## src/rtl/rcgm_pkg.sv

```systemverilog
// Shared types, constants and the clock-to-gate-bit table of the clock gate manager.
// Used by every module of the block; depends on nothing else.
package rcgm_pkg;

	localparam int NUM_CLOCKS = 26;
	localparam int GATE_REGS  = 4;
	localparam int OUT_WORDS  = 4;
	localparam int TABLE_SIZE = 32;
	localparam int ID_W       = 5;
	localparam int CNT_W      = 8;
	localparam int IDX_W      = (NUM_CLOCKS > 1) ? $clog2(NUM_CLOCKS) : 1;
	localparam logic [CNT_W-1:0] COUNT_MAX = 8'hFF;
	localparam logic [7:0] NO_REG = 8'hFF;

	typedef enum logic [1:0] {
		KIND_ENABLE  = 2'd0,
		KIND_DISABLE = 2'd1,
		KIND_QUERY   = 2'd2,
		KIND_INIT    = 2'd3
	} kind_t;

	typedef enum logic [1:0] {
		ST_OK        = 2'd0,
		ST_INVALID   = 2'd1,
		ST_SATURATED = 2'd2,
		ST_ZERO      = 2'd3
	} status_t;

	typedef struct packed {
		kind_t             kind;
		logic [ID_W-1:0]   clock_id;
	} req_t;

	typedef struct packed {
		logic [CNT_W-1:0]  use_count;
		logic              is_enabled;
		status_t           status;
		logic [31:0]       gate_word_a;
		logic [31:0]       gate_word_b;
		logic [31:0]       gate_word_c;
		logic [31:0]       gate_word_d;
	} rsp_t;

	typedef struct packed {
		logic              en;
		logic [IDX_W-1:0]  addr;
		logic [CNT_W-1:0]  data;
	} cnt_wr_t;

	typedef logic [OUT_WORDS-1:0][31:0] gate_words_t;

	typedef struct packed {
		logic [7:0] widx;
		logic [4:0] bpos;
	} gate_map_t;

	localparam gate_map_t GATE_MAP [TABLE_SIZE] = '{
		'{8'd0, 5'd6},  '{8'd0, 5'd7},  '{8'd0, 5'd10}, '{8'd0, 5'd11},
		'{8'd0, 5'd12}, '{8'd0, 5'd18}, '{8'd0, 5'd19}, '{8'd0, 5'd22},
		'{8'd0, 5'd23}, '{8'd1, 5'd0},  '{8'd1, 5'd5},  '{8'd1, 5'd9},
		'{8'd1, 5'd10}, '{8'd1, 5'd11}, '{8'd1, 5'd12}, '{8'd1, 5'd13},
		'{8'd2, 5'd0},  '{8'd2, 5'd1},  '{8'd2, 5'd23}, '{8'd2, 5'd24},
		'{8'd2, 5'd25}, '{8'd2, 5'd26}, '{8'd2, 5'd27}, '{8'd2, 5'd29},
		'{8'd2, 5'd31}, '{8'd3, 5'd8},
		'{NO_REG, 5'd0}, '{NO_REG, 5'd0}, '{NO_REG, 5'd0},
		'{NO_REG, 5'd0}, '{NO_REG, 5'd0}, '{NO_REG, 5'd0}
	};

	function automatic logic has_gate_f(input logic [ID_W-1:0] id);
		return (GATE_MAP[id].widx < 8'(GATE_REGS));
	endfunction

	function automatic gate_words_t gate_words_f(input logic [NUM_CLOCKS-1:0] en);
		gate_words_t w;
		w = '0;
		for (int i = 0; i < NUM_CLOCKS; i++) begin
			if (en[i] && GATE_MAP[i].widx < 8'(GATE_REGS) && GATE_MAP[i].widx < 8'(OUT_WORDS)) begin
				w[GATE_MAP[i].widx[1:0]][GATE_MAP[i].bpos] = 1'b1;
			end
		end
		return w;
	endfunction

endpackage

```

## src/rtl/rcgm_count_store.sv

```systemverilog
// Use count memory with a registered synchronous read, plus per-entry valid bits.
// Entries unwritten since reset read as zero, since init as the latched mask bit.
// Depends on rcgm_pkg.
module rcgm_count_store
	import rcgm_pkg::*;
(
	input  logic                  clk,
	input  logic                  arst_n,
	input  logic                  rd_en,
	input  logic [IDX_W-1:0]      rd_addr,
	output logic [CNT_W-1:0]      rd_count,
	input  cnt_wr_t               wr,
	input  logic                  init_en,
	input  logic [NUM_CLOCKS-1:0] init_mask
);

	logic [CNT_W-1:0]      mem [NUM_CLOCKS];
	logic [CNT_W-1:0]      rd_data_q;
	logic [IDX_W-1:0]      rd_addr_q;
	logic [NUM_CLOCKS-1:0] ld_q;
	logic [NUM_CLOCKS-1:0] base_q;

	always_ff @(posedge clk) begin
		if (wr.en) begin
			mem[wr.addr] <= wr.data;
		end
		if (rd_en) begin
			rd_data_q <= mem[rd_addr];
			rd_addr_q <= rd_addr;
		end
	end

	always_ff @(posedge clk or negedge arst_n) begin
		if (!arst_n) begin
			ld_q   <= '0;
			base_q <= '0;
		end else if (init_en) begin
			ld_q   <= '0;
			base_q <= init_mask;
		end else if (wr.en) begin
			ld_q[wr.addr] <= 1'b1;
		end
	end

	assign rd_count = ld_q[rd_addr_q] ? rd_data_q : {{(CNT_W-1){1'b0}}, base_q[rd_addr_q]};

endmodule

```

## src/rtl/rcgm_update.sv

```systemverilog
// Read-modify-write logic for one request: new count, gate bits, status and response.
// Depends on rcgm_pkg.
module rcgm_update
	import rcgm_pkg::*;
(
	input  kind_t                 kind,
	input  logic [ID_W-1:0]       clock_id,
	input  logic [CNT_W-1:0]      count,
	input  logic [NUM_CLOCKS-1:0] en,
	input  logic [NUM_CLOCKS-1:0] mask,
	output cnt_wr_t               wr,
	output logic [NUM_CLOCKS-1:0] en_nxt,
	output rsp_t                  rsp
);

	logic             id_ok;
	logic [IDX_W-1:0] idx;
	logic [CNT_W-1:0] cnt_new;
	status_t          status;
	gate_words_t      words;

	assign id_ok = ({1'b0, clock_id} < (ID_W+1)'(NUM_CLOCKS));
	assign idx   = clock_id[IDX_W-1:0];

	always_comb begin
		en_nxt  = en;
		cnt_new = count;
		status  = ST_OK;
		wr.en   = 1'b0;
		wr.addr = idx;
		if (kind == KIND_INIT) begin
			en_nxt  = mask;
			cnt_new = id_ok ? {{(CNT_W-1){1'b0}}, mask[idx]} : '0;
		end else if (!id_ok) begin
			status = ST_INVALID;
		end else begin
			case (kind)
				KIND_ENABLE: begin
					if (count == COUNT_MAX) begin
						status = ST_SATURATED;
					end else begin
						cnt_new     = CNT_W'(count + 1'b1);
						wr.en       = 1'b1;
						en_nxt[idx] = 1'b1;
					end
				end
				KIND_DISABLE: begin
					if (count == '0) begin
						status = ST_ZERO;
					end else begin
						cnt_new     = CNT_W'(count - 1'b1);
						wr.en       = 1'b1;
						en_nxt[idx] = (count != CNT_W'(1));
					end
				end
				default: begin
				end
			endcase
		end
		wr.data = cnt_new;
	end

	assign words = gate_words_f(en_nxt);

	always_comb begin
		rsp.use_count   = id_ok ? cnt_new : '0;
		rsp.is_enabled  = id_ok && has_gate_f(clock_id) && en_nxt[idx];
		rsp.status      = status;
		rsp.gate_word_a = words[0];
		rsp.gate_word_b = words[1];
		rsp.gate_word_c = words[2];
		rsp.gate_word_d = words[3];
	end

endmodule

```

## src/rtl/refcounted_clock_gate_manager.sv

```systemverilog
// Top level of the reference-counted clock gate manager.
// Depends on rcgm_pkg, rcgm_count_store and rcgm_update.
//
// Each request is handled in two steps: the first reads the use count from the count
// memory, whose read port is registered, and the second modifies it, writes it back
// and loads the response register; the second step waits while a response is stalled.
// A new request is taken once the previous one has been written back, so requests
// do not overlap. Gate bits live in flip-flops. Init takes effect through per-entry
// valid bits, so there is no clearing pass after reset or init. The default mask may
// be written only while no request is in flight.
module refcounted_clock_gate_manager
	import rcgm_pkg::*;
(
	input  logic                  clk,
	input  logic                  arst_n,
	input  logic                  req_valid,
	output logic                  req_stall,
	input  req_t                  req,
	output logic                  rsp_valid,
	input  logic                  rsp_stall,
	output rsp_t                  rsp,
	input  logic                  cfg_valid,
	output logic                  cfg_ready,
	input  logic [NUM_CLOCKS-1:0] cfg_data
);

	logic                  busy_q;
	kind_t                 kind_s1;
	logic [ID_W-1:0]       id_s1;
	logic [NUM_CLOCKS-1:0] mask_q;
	logic [NUM_CLOCKS-1:0] en_q;
	logic [NUM_CLOCKS-1:0] en_nxt;
	logic                  accept;
	logic                  complete;
	logic                  rd_en;
	logic [CNT_W-1:0]      count;
	cnt_wr_t               upd_wr;
	cnt_wr_t               mem_wr;
	rsp_t                  upd_rsp;

	assign cfg_ready = 1'b1;
	assign req_stall = busy_q;
	assign accept    = req_valid && !req_stall;
	assign complete  = busy_q && (!rsp_valid || !rsp_stall);
	assign rd_en     = accept && ({1'b0, req.clock_id} < (ID_W+1)'(NUM_CLOCKS));

	always_ff @(posedge clk or negedge arst_n) begin
		if (!arst_n) begin
			mask_q <= '0;
		end else if (cfg_valid && cfg_ready) begin
			mask_q <= cfg_data;
		end
	end

	always_ff @(posedge clk or negedge arst_n) begin
		if (!arst_n) begin
			busy_q    <= 1'b0;
			rsp_valid <= 1'b0;
			en_q      <= '0;
		end else begin
			if (accept) begin
				busy_q <= 1'b1;
			end else if (complete) begin
				busy_q <= 1'b0;
			end
			if (complete) begin
				rsp_valid <= 1'b1;
				en_q      <= en_nxt;
			end else if (!rsp_stall) begin
				rsp_valid <= 1'b0;
			end
		end
	end

	always_ff @(posedge clk) begin
		if (accept) begin
			kind_s1 <= req.kind;
			id_s1   <= req.clock_id;
		end
		if (complete) begin
			rsp <= upd_rsp;
		end
	end

	always_comb begin
		mem_wr    = upd_wr;
		mem_wr.en = upd_wr.en && complete;
	end

	rcgm_count_store u_store (
		.clk       (clk),
		.arst_n    (arst_n),
		.rd_en     (rd_en),
		.rd_addr   (req.clock_id[IDX_W-1:0]),
		.rd_count  (count),
		.wr        (mem_wr),
		.init_en   (complete && kind_s1 == KIND_INIT),
		.init_mask (mask_q)
	);

	rcgm_update u_update (
		.kind     (kind_s1),
		.clock_id (id_s1),
		.count    (count),
		.en       (en_q),
		.mask     (mask_q),
		.wr       (upd_wr),
		.en_nxt   (en_nxt),
		.rsp      (upd_rsp)
	);

	a_init_loads_mask: assert property (@(posedge clk) disable iff (!arst_n)
		complete && kind_s1 == KIND_INIT |=> en_q == $past(mask_q))
		else $error("gate bits differ from the default mask after init");

	a_query_consistent: assert property (@(posedge clk) disable iff (!arst_n)
		complete && kind_s1 == KIND_QUERY && has_gate_f(id_s1) |=>
		rsp.is_enabled == (rsp.use_count != '0))
		else $error("gate bit disagrees with the use count");

	a_saturated_count: assert property (@(posedge clk) disable iff (!arst_n)
		complete && upd_rsp.status == ST_SATURATED |=> rsp.use_count == COUNT_MAX)
		else $error("saturated status without a full count");

	a_no_write_on_init: assert property (@(posedge clk) disable iff (!arst_n)
		complete && kind_s1 == KIND_INIT |-> !mem_wr.en)
		else $error("count memory written during init");

endmodule

```

## config.mk

```make
export PLATFORM = sky130hd
export DESIGN_NAME = refcounted_clock_gate_manager
export DESIGN_NICKNAME = d
export VERILOG_FILES = /design/src/rtl/rcgm_pkg.sv /design/src/rtl/rcgm_count_store.sv /design/src/rtl/rcgm_update.sv /design/src/rtl/refcounted_clock_gate_manager.sv
export SDC_FILE = /design/constraint.sdc
export NUM_CORES = 1
export LEC_CHECK = 0
export BUFFER_PORTS_ARGS = -buffer_cell sky130_fd_sc_hd__buf_2
export CAP_MARGIN = 40
export CORE_ASPECT_RATIO = 0.6
export CORE_MARGIN = 3
export CORE_UTILIZATION = 32
export DETAILED_ROUTE_END_ITERATION = 7
export GPL_TIMING_DRIVEN = 0
export PLACE_DENSITY = 0.54
export SYNTH_ARGS = -nofsm -noshare
export SYNTH_HDL_FRONTEND = slang
export SYNTH_HIERARCHICAL = 1
export SYNTH_SLANG_ARGS = --single-unit
```

## constraint.sdc

```tcl
create_clock -name clk -period 10.3 [get_ports clk]
set_clock_uncertainty 0.1 [all_clocks]
set_input_delay 0.515 -clock clk [delete_from_list [all_inputs] [get_ports clk]]
set_output_delay 0.515 -clock clk [all_outputs]
set_load 0.005 [all_outputs]
```

# == Word level (Yosys, flattened, before mapping) ==
# Memories as Yosys holds them, arrays and structs flattened. A register that Yosys moved wholly into a read port is not among the register bits.
# Cells that the tools add are included.
# totals
out_inout_bits,142
inputBits,38
mem_bits_rw,208
wordCells,122
mem_bits_ro,416
n_memories,2
reg_bits,155
# mem_list
name,words,word_bits,rd,rd_clocked_by_memory_dff,wr,line_no,rtl
(name not given),32,13,1,0,0,rcgm_pkg.sv:70,return (GATE_MAP[id].widx < 8'(GATE_REGS));
u_store.mem,26,8,1,1,1,rcgm_count_store.sv:17,logic [CNT_W-1:0] mem [NUM_CLOCKS];
# op_classes
n_lt_le_gt_ge,7
mux,68
n_reduce_logical,17
bitwise_logic,4
n_addsub,2
eq_ne,5
# op_table
operator,n
$mux 26,6
$or 26x26->26,2
$pmux 26 s2,1
$mux 1,43
$mux 8,5
$bwmux 26,1
$mux 13,2
$bmux 1 s5,4
$pmux 8 s2,1
$lt 5x6->1 const B,2
$lt 5x5->1 const B,2
$add 8x1->8 const B,1
$eq 8x8->1 const B,1
$logic_and 1x1->1,8
$logic_not 8->1,1
$lt 8x3->1 const B,1
$ne 8x1->1 const B,1
$sub 8x1->8 const B,1
$ge 6x6->1 const B,1
$not 5->6,1
$demux 1 s5,1
$ge 5x1->1 const B,1
$mux 2,2
$pmux 2 s2,1
10 further kinds,13

# == Longest topological paths before layout ==
# logic_depth
depth_word,12
ltp_mapped,19
depth_no_buf,15

# == Modules after synthesis ==
# Netlist, hierarchy kept.
# by_module_without_submodules
mod,area_each_um2,n_inst,seq_area_each_um2,cells_per_inst
rcgm_count_store,10839.1,1,7937.6,561
refcounted_clock_gate_manager,6475.0,1,5735.5,270
rcgm_update,3849.9,1,0.0,593

# == Least setup slack after synthesis ==
# Ideal clock, no wire load.
# synth_path
kind,register -> register
start,register u_store.rd_addr_q[0]
end,memory u_store.mem[0][0] (data pin)
slack_ns,5.260
stages_incl_launch_ff,15
t_required_ns,9.786
setup_ns,0.414
period_less_slack_ns,5.040
arrival_time_ns,4.526
path_buffers,2
cell_sequence,edfxtp_1 buf_2 mux4_2 a2bb2oi_1 nand4b_1 o2111a_1 mux2_2 inv_1 ha_1 or3b_1 buf_2 nor3_1 nor2_1 xnor2_1 o21ai_0
# synth_rtl
item,line_no,rtl
start: declaration,rcgm_count_store.sv:19,logic [IDX_W-1:0] rd_addr_q;
start signal: assignment,rcgm_count_store.sv:29,rd_addr_q <= rd_addr;
end: declaration,rcgm_count_store.sv:17,

==> results.yml <==
worst_setup_path:
  worst-r2r-cell-count: 15
  cp_max_fo: 10
  timing.setup.critical_path_class: "flop to flop"
  timing.critical_path.arrival_ns: 6.11
  crit_required_ns: 10.41
  regToRegStartpoint: "u_store/rd_addr_q[0]$_DFFE_PP_"
  regToRegEndpoint: "u_store/mem[12][7]$_DFFE_PP_"
  setup.worst_path.end_class: "flop"
  crit_path_start_kind: "flop"
  rrSetupSlack_ns: 4.30
floorplan:
  vert_die_dim_microns: 205
  floorplan.io_pins: 180
  floorplan.die_area_sq_um: 69400
  floorplan.initialDensity_pct: 32.6
  die_width_microns: 338
  core.rowCount: 72
  core_area_sq_um: 65000
placement:
  placer_s_final_routability_congestion_estimate: 0.968
  place_inst: 2621
  dpl.hpwl_microns: 42700
  buffer_ports.inserted: 177
synth:
  synth_seq_cells: 473
  syn-instance-count: 1424
  post_synthesis_sequential_area_ratio_pct: 64.6
  synth-edff-count: 367
  post_synth_num_cell_types: 89
  netlist_area_sq_um: 21200
  primary_ff_master_synth: "sky130_fd_sc_hd__edfxtp_1"
  async_flop_share_pct: 22.4
  synth_warnings: 6
  avgSynthCellArea_sq_um: 14.9
grt:
  gr-usage-all-layers_pct: 16.9
  globalRouteOverflowTotal: 0
  number_of_antenna_violations_at_the_first_check_in_global_routing: 6
  number_of_global_route_vias_before_repair: 12911
  grt_start_max_net_pins: 149
  grt_first_pass_wirelength_microns: 86200
sta:
  timing.setup.tns_ns: 0
  grt_setup_unrepaired: "no"
  tightestPinTransition_ns: 1.02
  timing.final.crit_share_pct: 58.3
  finalMaxSlewViolations: 0
  finalHoldViolations: 0
  setup-violations-final: 0
  max_slew_margin_pct: 32.1
  period_minus_ws_final_ns: 6.00
  fmaxAchievable_mhz: 167
layout:
  final_nets: 1827
  drive_gt1_share_pct: 35.2
  post_layout_nonfiller_instances: 2713
  flow.area_growth_from_synthesis_pct: 20.7
pwr:
  vdd_ir_drop_max_mv: 0.119
  p_per_area_nw_per_um2: 204
  power.static_leakage_nw: 9.72
clock_network:
  cts.repair_timing.setup_buffer_count: 0
  clockRootBuffer: "sky130_fd_sc_hd__clkbuf_16"
  cts_max_path_buffers: 3
  tritoncts: "built"
  clock_tree.htree_level_count: 2
  tritoncts.num_buffers: 47
  clock_sinks: 473
  cts.reportedPaths.clkPinSlew_ns: 0.07
  skew_pair_late_insertion_delay_ns: 0.60
worst_hold_path:
  hp_class: "primary input to flop"
  worstHoldEndpoint: "u_store/rd_addr_q[0]$_DFFE_PP_"
  worstHoldStart: "req[0]"
  worst_hold_path.num_cells: 1
routing:
  drt-wirelength-per-cell_microns: 21.8
  vias: 13394
  drt_pass_1_iters: 5
  drt_wl_total_microns: 59100
  ant_nets: 0
  routed_via_density: 4.94
  post-route-drc-count: 0
  dr.first_iter.drc_count: 1349
run:
  max_cap_viol_count: 0
status:
  outcome: "complete, no violations"
==> state kept, by name (all words and copies together) (netlist names) <==
signal / count
req_stall: 1
en_q: 26
id_s1: 5
u_store/ld_q: 26
rsp_valid: 1
kind_s1: 2
u_store/base_q: 26
rsp: 139
u_store/rd_addr_q: 5
mask_q: 26
u_store/mem: 208
u_store/rd_data_q: 8
==> layout make-up <==
| cell class | instances | area [sq um] |
|---|---|---|
| fill | 6089 | 39400 |
| sequential | 473 | 13700 |
| multi-input combinational | 831 | 6460 |
| buffer | 211 | 1430 |
| clock buffer | 70 | 1360 |
| timing repair buffer | 211 | 1220 |
| tap | 888 | 1110 |
| clock inverter | 18 | 251 |
| inverter | 10 | 37.5 |
| antenna | 1 | 2.50 |
==> layout by cell type, fill, tap and decap left out, types with 6 or more instances in the layout <==
master,Yosys,layout
sky130_fd_sc_hd__nand3b_1,8,8
sky130_fd_sc_hd__a211oi_1,24,23
sky130_fd_sc_hd__mux2_4,7,7
sky130_fd_sc_hd__o21ai_0,32,31
sky130_fd_sc_hd__a31oi_1,14,12
sky130_fd_sc_hd__or3b_2,6,6
sky130_fd_sc_hd__mux2i_1,22,22
sky130_fd_sc_hd__nand2b_1,8,8
sky130_fd_sc_hd__nor4_1,8,8
sky130_fd_sc_hd__dfrtp_1,106,106
sky130_fd_sc_hd__nand3_1,22,22
sky130_fd_sc_hd__and2_1,11,11
sky130_fd_sc_hd__nor2_1,125,125
sky130_fd_sc_hd__inv_1,10,10
sky130_fd_sc_hd__clkbuf_16,0,49
sky130_fd_sc_hd__a21oi_1,40,38
sky130_fd_sc_hd__buf_8,1,8
sky130_fd_sc_hd__mux2_2,81,81
sky130_fd_sc_hd__edfxtp_1,367,367
sky130_fd_sc_hd__and3_1,10,10
sky130_fd_sc_hd__o22ai_1,8,8
sky130_fd_sc_hd__mux4_2,69,69
sky130_fd_sc_hd__clkbuf_1,30,46
sky130_fd_sc_hd__buf_6,8,10
sky130_fd_sc_hd__nor2b_1,21,21
sky130_fd_sc_hd__buf_2,28,207
sky130_fd_sc_hd__buf_4,136,157
sky130_fd_sc_hd__nand4_1,14,14
sky130_fd_sc_hd__nand2_1,65,65
sky130_fd_sc_hd__buf_1,7,7
sky130_fd_sc_hd__conb_1,2,103
sky130_fd_sc_hd__nor3_1,19,19
==> cells by family after synthesis <==
family | count (synthesis) | share of synthesized area, %
multiplexers | 182 | 13.6
buffers and inverters | 221 | 6.91
XOR/XNOR | 1 | 0.0414
other | 2 | 0.0355
AND/OR/NAND/NOR | 352 | 8.44
AO/OA/AOI/OAI | 189 | 6.17
adder cells (fa/ha/maj) | 4 | 0.236
flip-flops | 473 | 64.6
==> cell usage after synthesis (4+ instances only) <==
cell type	n	area share, %
sky130_fd_sc_hd__edfxtp_1	367	52
sky130_fd_sc_hd__buf_4	136	4.8
sky130_fd_sc_hd__nor2_1	125	2.2
sky130_fd_sc_hd__dfrtp_1	106	13
sky130_fd_sc_hd__mux2_2	81	4.3
sky130_fd_sc_hd__mux4_2	69	7.3
sky130_fd_sc_hd__nand2_1	65	1.2
sky130_fd_sc_hd__a21oi_1	40	0.95
sky130_fd_sc_hd__o21ai_0	32	0.76
sky130_fd_sc_hd__clkbuf_1	30	0.53
sky130_fd_sc_hd__buf_2	28	0.66
sky130_fd_sc_hd__a211oi_1	24	0.85
sky130_fd_sc_hd__mux2i_1	22	1.0
sky130_fd_sc_hd__nand3_1	22	0.52
sky130_fd_sc_hd__nor2b_1	21	0.62
sky130_fd_sc_hd__nor3_1	19	0.45
sky130_fd_sc_hd__a31oi_1	14	0.41
sky130_fd_sc_hd__nand4_1	14	0.41
sky130_fd_sc_hd__and2_1	11	0.33
sky130_fd_sc_hd__and3_1	10	0.30
sky130_fd_sc_hd__inv_1	10	0.18
sky130_fd_sc_hd__buf_6	8	0.43
sky130_fd_sc_hd__nand2b_1	8	0.24
sky130_fd_sc_hd__nand3b_1	8	0.28
sky130_fd_sc_hd__nor4_1	8	0.24
sky130_fd_sc_hd__o22ai_1	8	0.24
sky130_fd_sc_hd__buf_1	7	0.12
sky130_fd_sc_hd__mux2_4	7	0.50
sky130_fd_sc_hd__o32ai_1	6	0.25
sky130_fd_sc_hd__or3b_2	6	0.25
sky130_fd_sc_hd__a21boi_0	5	0.18
sky130_fd_sc_hd__a21o_1	5	0.18
sky130_fd_sc_hd__a311oi_1	5	0.21
sky130_fd_sc_hd__nor3b_1	5	0.18
sky130_fd_sc_hd__o21a_1	5	0.18
sky130_fd_sc_hd__ha_1	4	0.24
sky130_fd_sc_hd__o211ai_1	4	0.14
sky130_fd_sc_hd__or2_2	4	0.12
sky130_fd_sc_hd__or3_1	4	0.12
==> stage by stage <==
stage / worst slack [ns] / hold WS, ns / utilization [%] / total power, mW / area, sq um
floorplan: 5.26 / 0.119 / - / 3.04 / 21500
global placement: 2.12 / 0.376 / 36.2 / 3.38 / 23500
detailed placement: 4.33 / 0.385 / 36.8 / 3.42 / 23900
CTS: 4.29 / 0.0148 / 39.3 / 5.25 / 25500
global route: 3.94 / 0.0248 / 39.3 / 5.43 / 25500
finish: 4.30 / 0.0571 / 39.3 / 5.20 / 25500
==> worst max-delay path by stage <==
| stage | from | endpoint | slack (ns) | depth (start not counted) |
|---|---|---|---|---|
| finish | u_store/rd_addr_q[0]$_DFFE_PP_ | u_store/mem[12][7]$_DFFE_PP_ | 4.30 | 15 |
| floorplan | u_store/rd_addr_q[0]$_DFFE_PP_ | u_store/mem[0][0]$_DFFE_PP_ | 5.26 | 14 |
| detailed placement | u_store/rd_addr_q[0]$_DFFE_PP_ | u_store/mem[16][2]$_DFFE_PP_ | 4.33 | 15 |
| global route | u_store/rd_addr_q[0]$_DFFE_PP_ | u_store/mem[12][7]$_DFFE_PP_ | 3.94 | 15 |
| global placement | u_store/rd_addr_q[0]$_DFFE_PP_ | u_store/mem[10][0]$_DFFE_PP_ | 2.12 | 15 |
| CTS | u_store/rd_addr_q[0]$_DFFE_PP_ | u_store/mem[16][1]$_DFFE_PP_ | 4.29 | 15 |
==> routing by layer <==
layer | vias to the layer above | track usage (%) | share of wire [%]
met5 | - | 0 | 0.052
met4 | 6 | 3.53 | 1.4
met3 | 70 | 6.58 | 13
met2 | 670 | 21.5 | 38
met1 | 6707 | 26.6 | 48
li1 | 5941 | - | -
==> power by group <==
group	total (mW)	internal (mW)	switching (mW)
logic	0.921	0.431	0.491
registers	2.48	2.32	0.152
clock network	1.80	1.05	0.756
total	5.20	3.80	1.40
==> timing repair <==
action,CTS,global route
resized for setup,0,0
endpoints found under the hold margin,42,0
hold buffers,1,0
endpoints found under the setup margin,0,0
==> critical path, stage by stage (launching register included) <==
cell and delay (ns):
sky130_fd_sc_hd__edfxtp_1 0.32, sky130_fd_sc_hd__buf_2 0.26, sky130_fd_sc_hd__buf_4 0.31, sky130_fd_sc_hd__mux4_2 0.55, sky130_fd_sc_hd__nor3b_1 0.15, sky130_fd_sc_hd__a31oi_1 0.15, sky130_fd_sc_hd__a31oi_1 0.18, sky130_fd_sc_hd__mux2_2 0.37
sky130_fd_sc_hd__ha_1 0.31, sky130_fd_sc_hd__nand3_1 0.27, sky130_fd_sc_hd__o311ai_0 0.21, sky130_fd_sc_hd__nor2_1 0.69, sky130_fd_sc_hd__and2_1 0.30, sky130_fd_sc_hd__or3b_2 0.46, sky130_fd_sc_hd__clkbuf_1 0.25, sky130_fd_sc_hd__nor2_1 0.73
No activity file was read; power rests on OpenSTA's default activity.
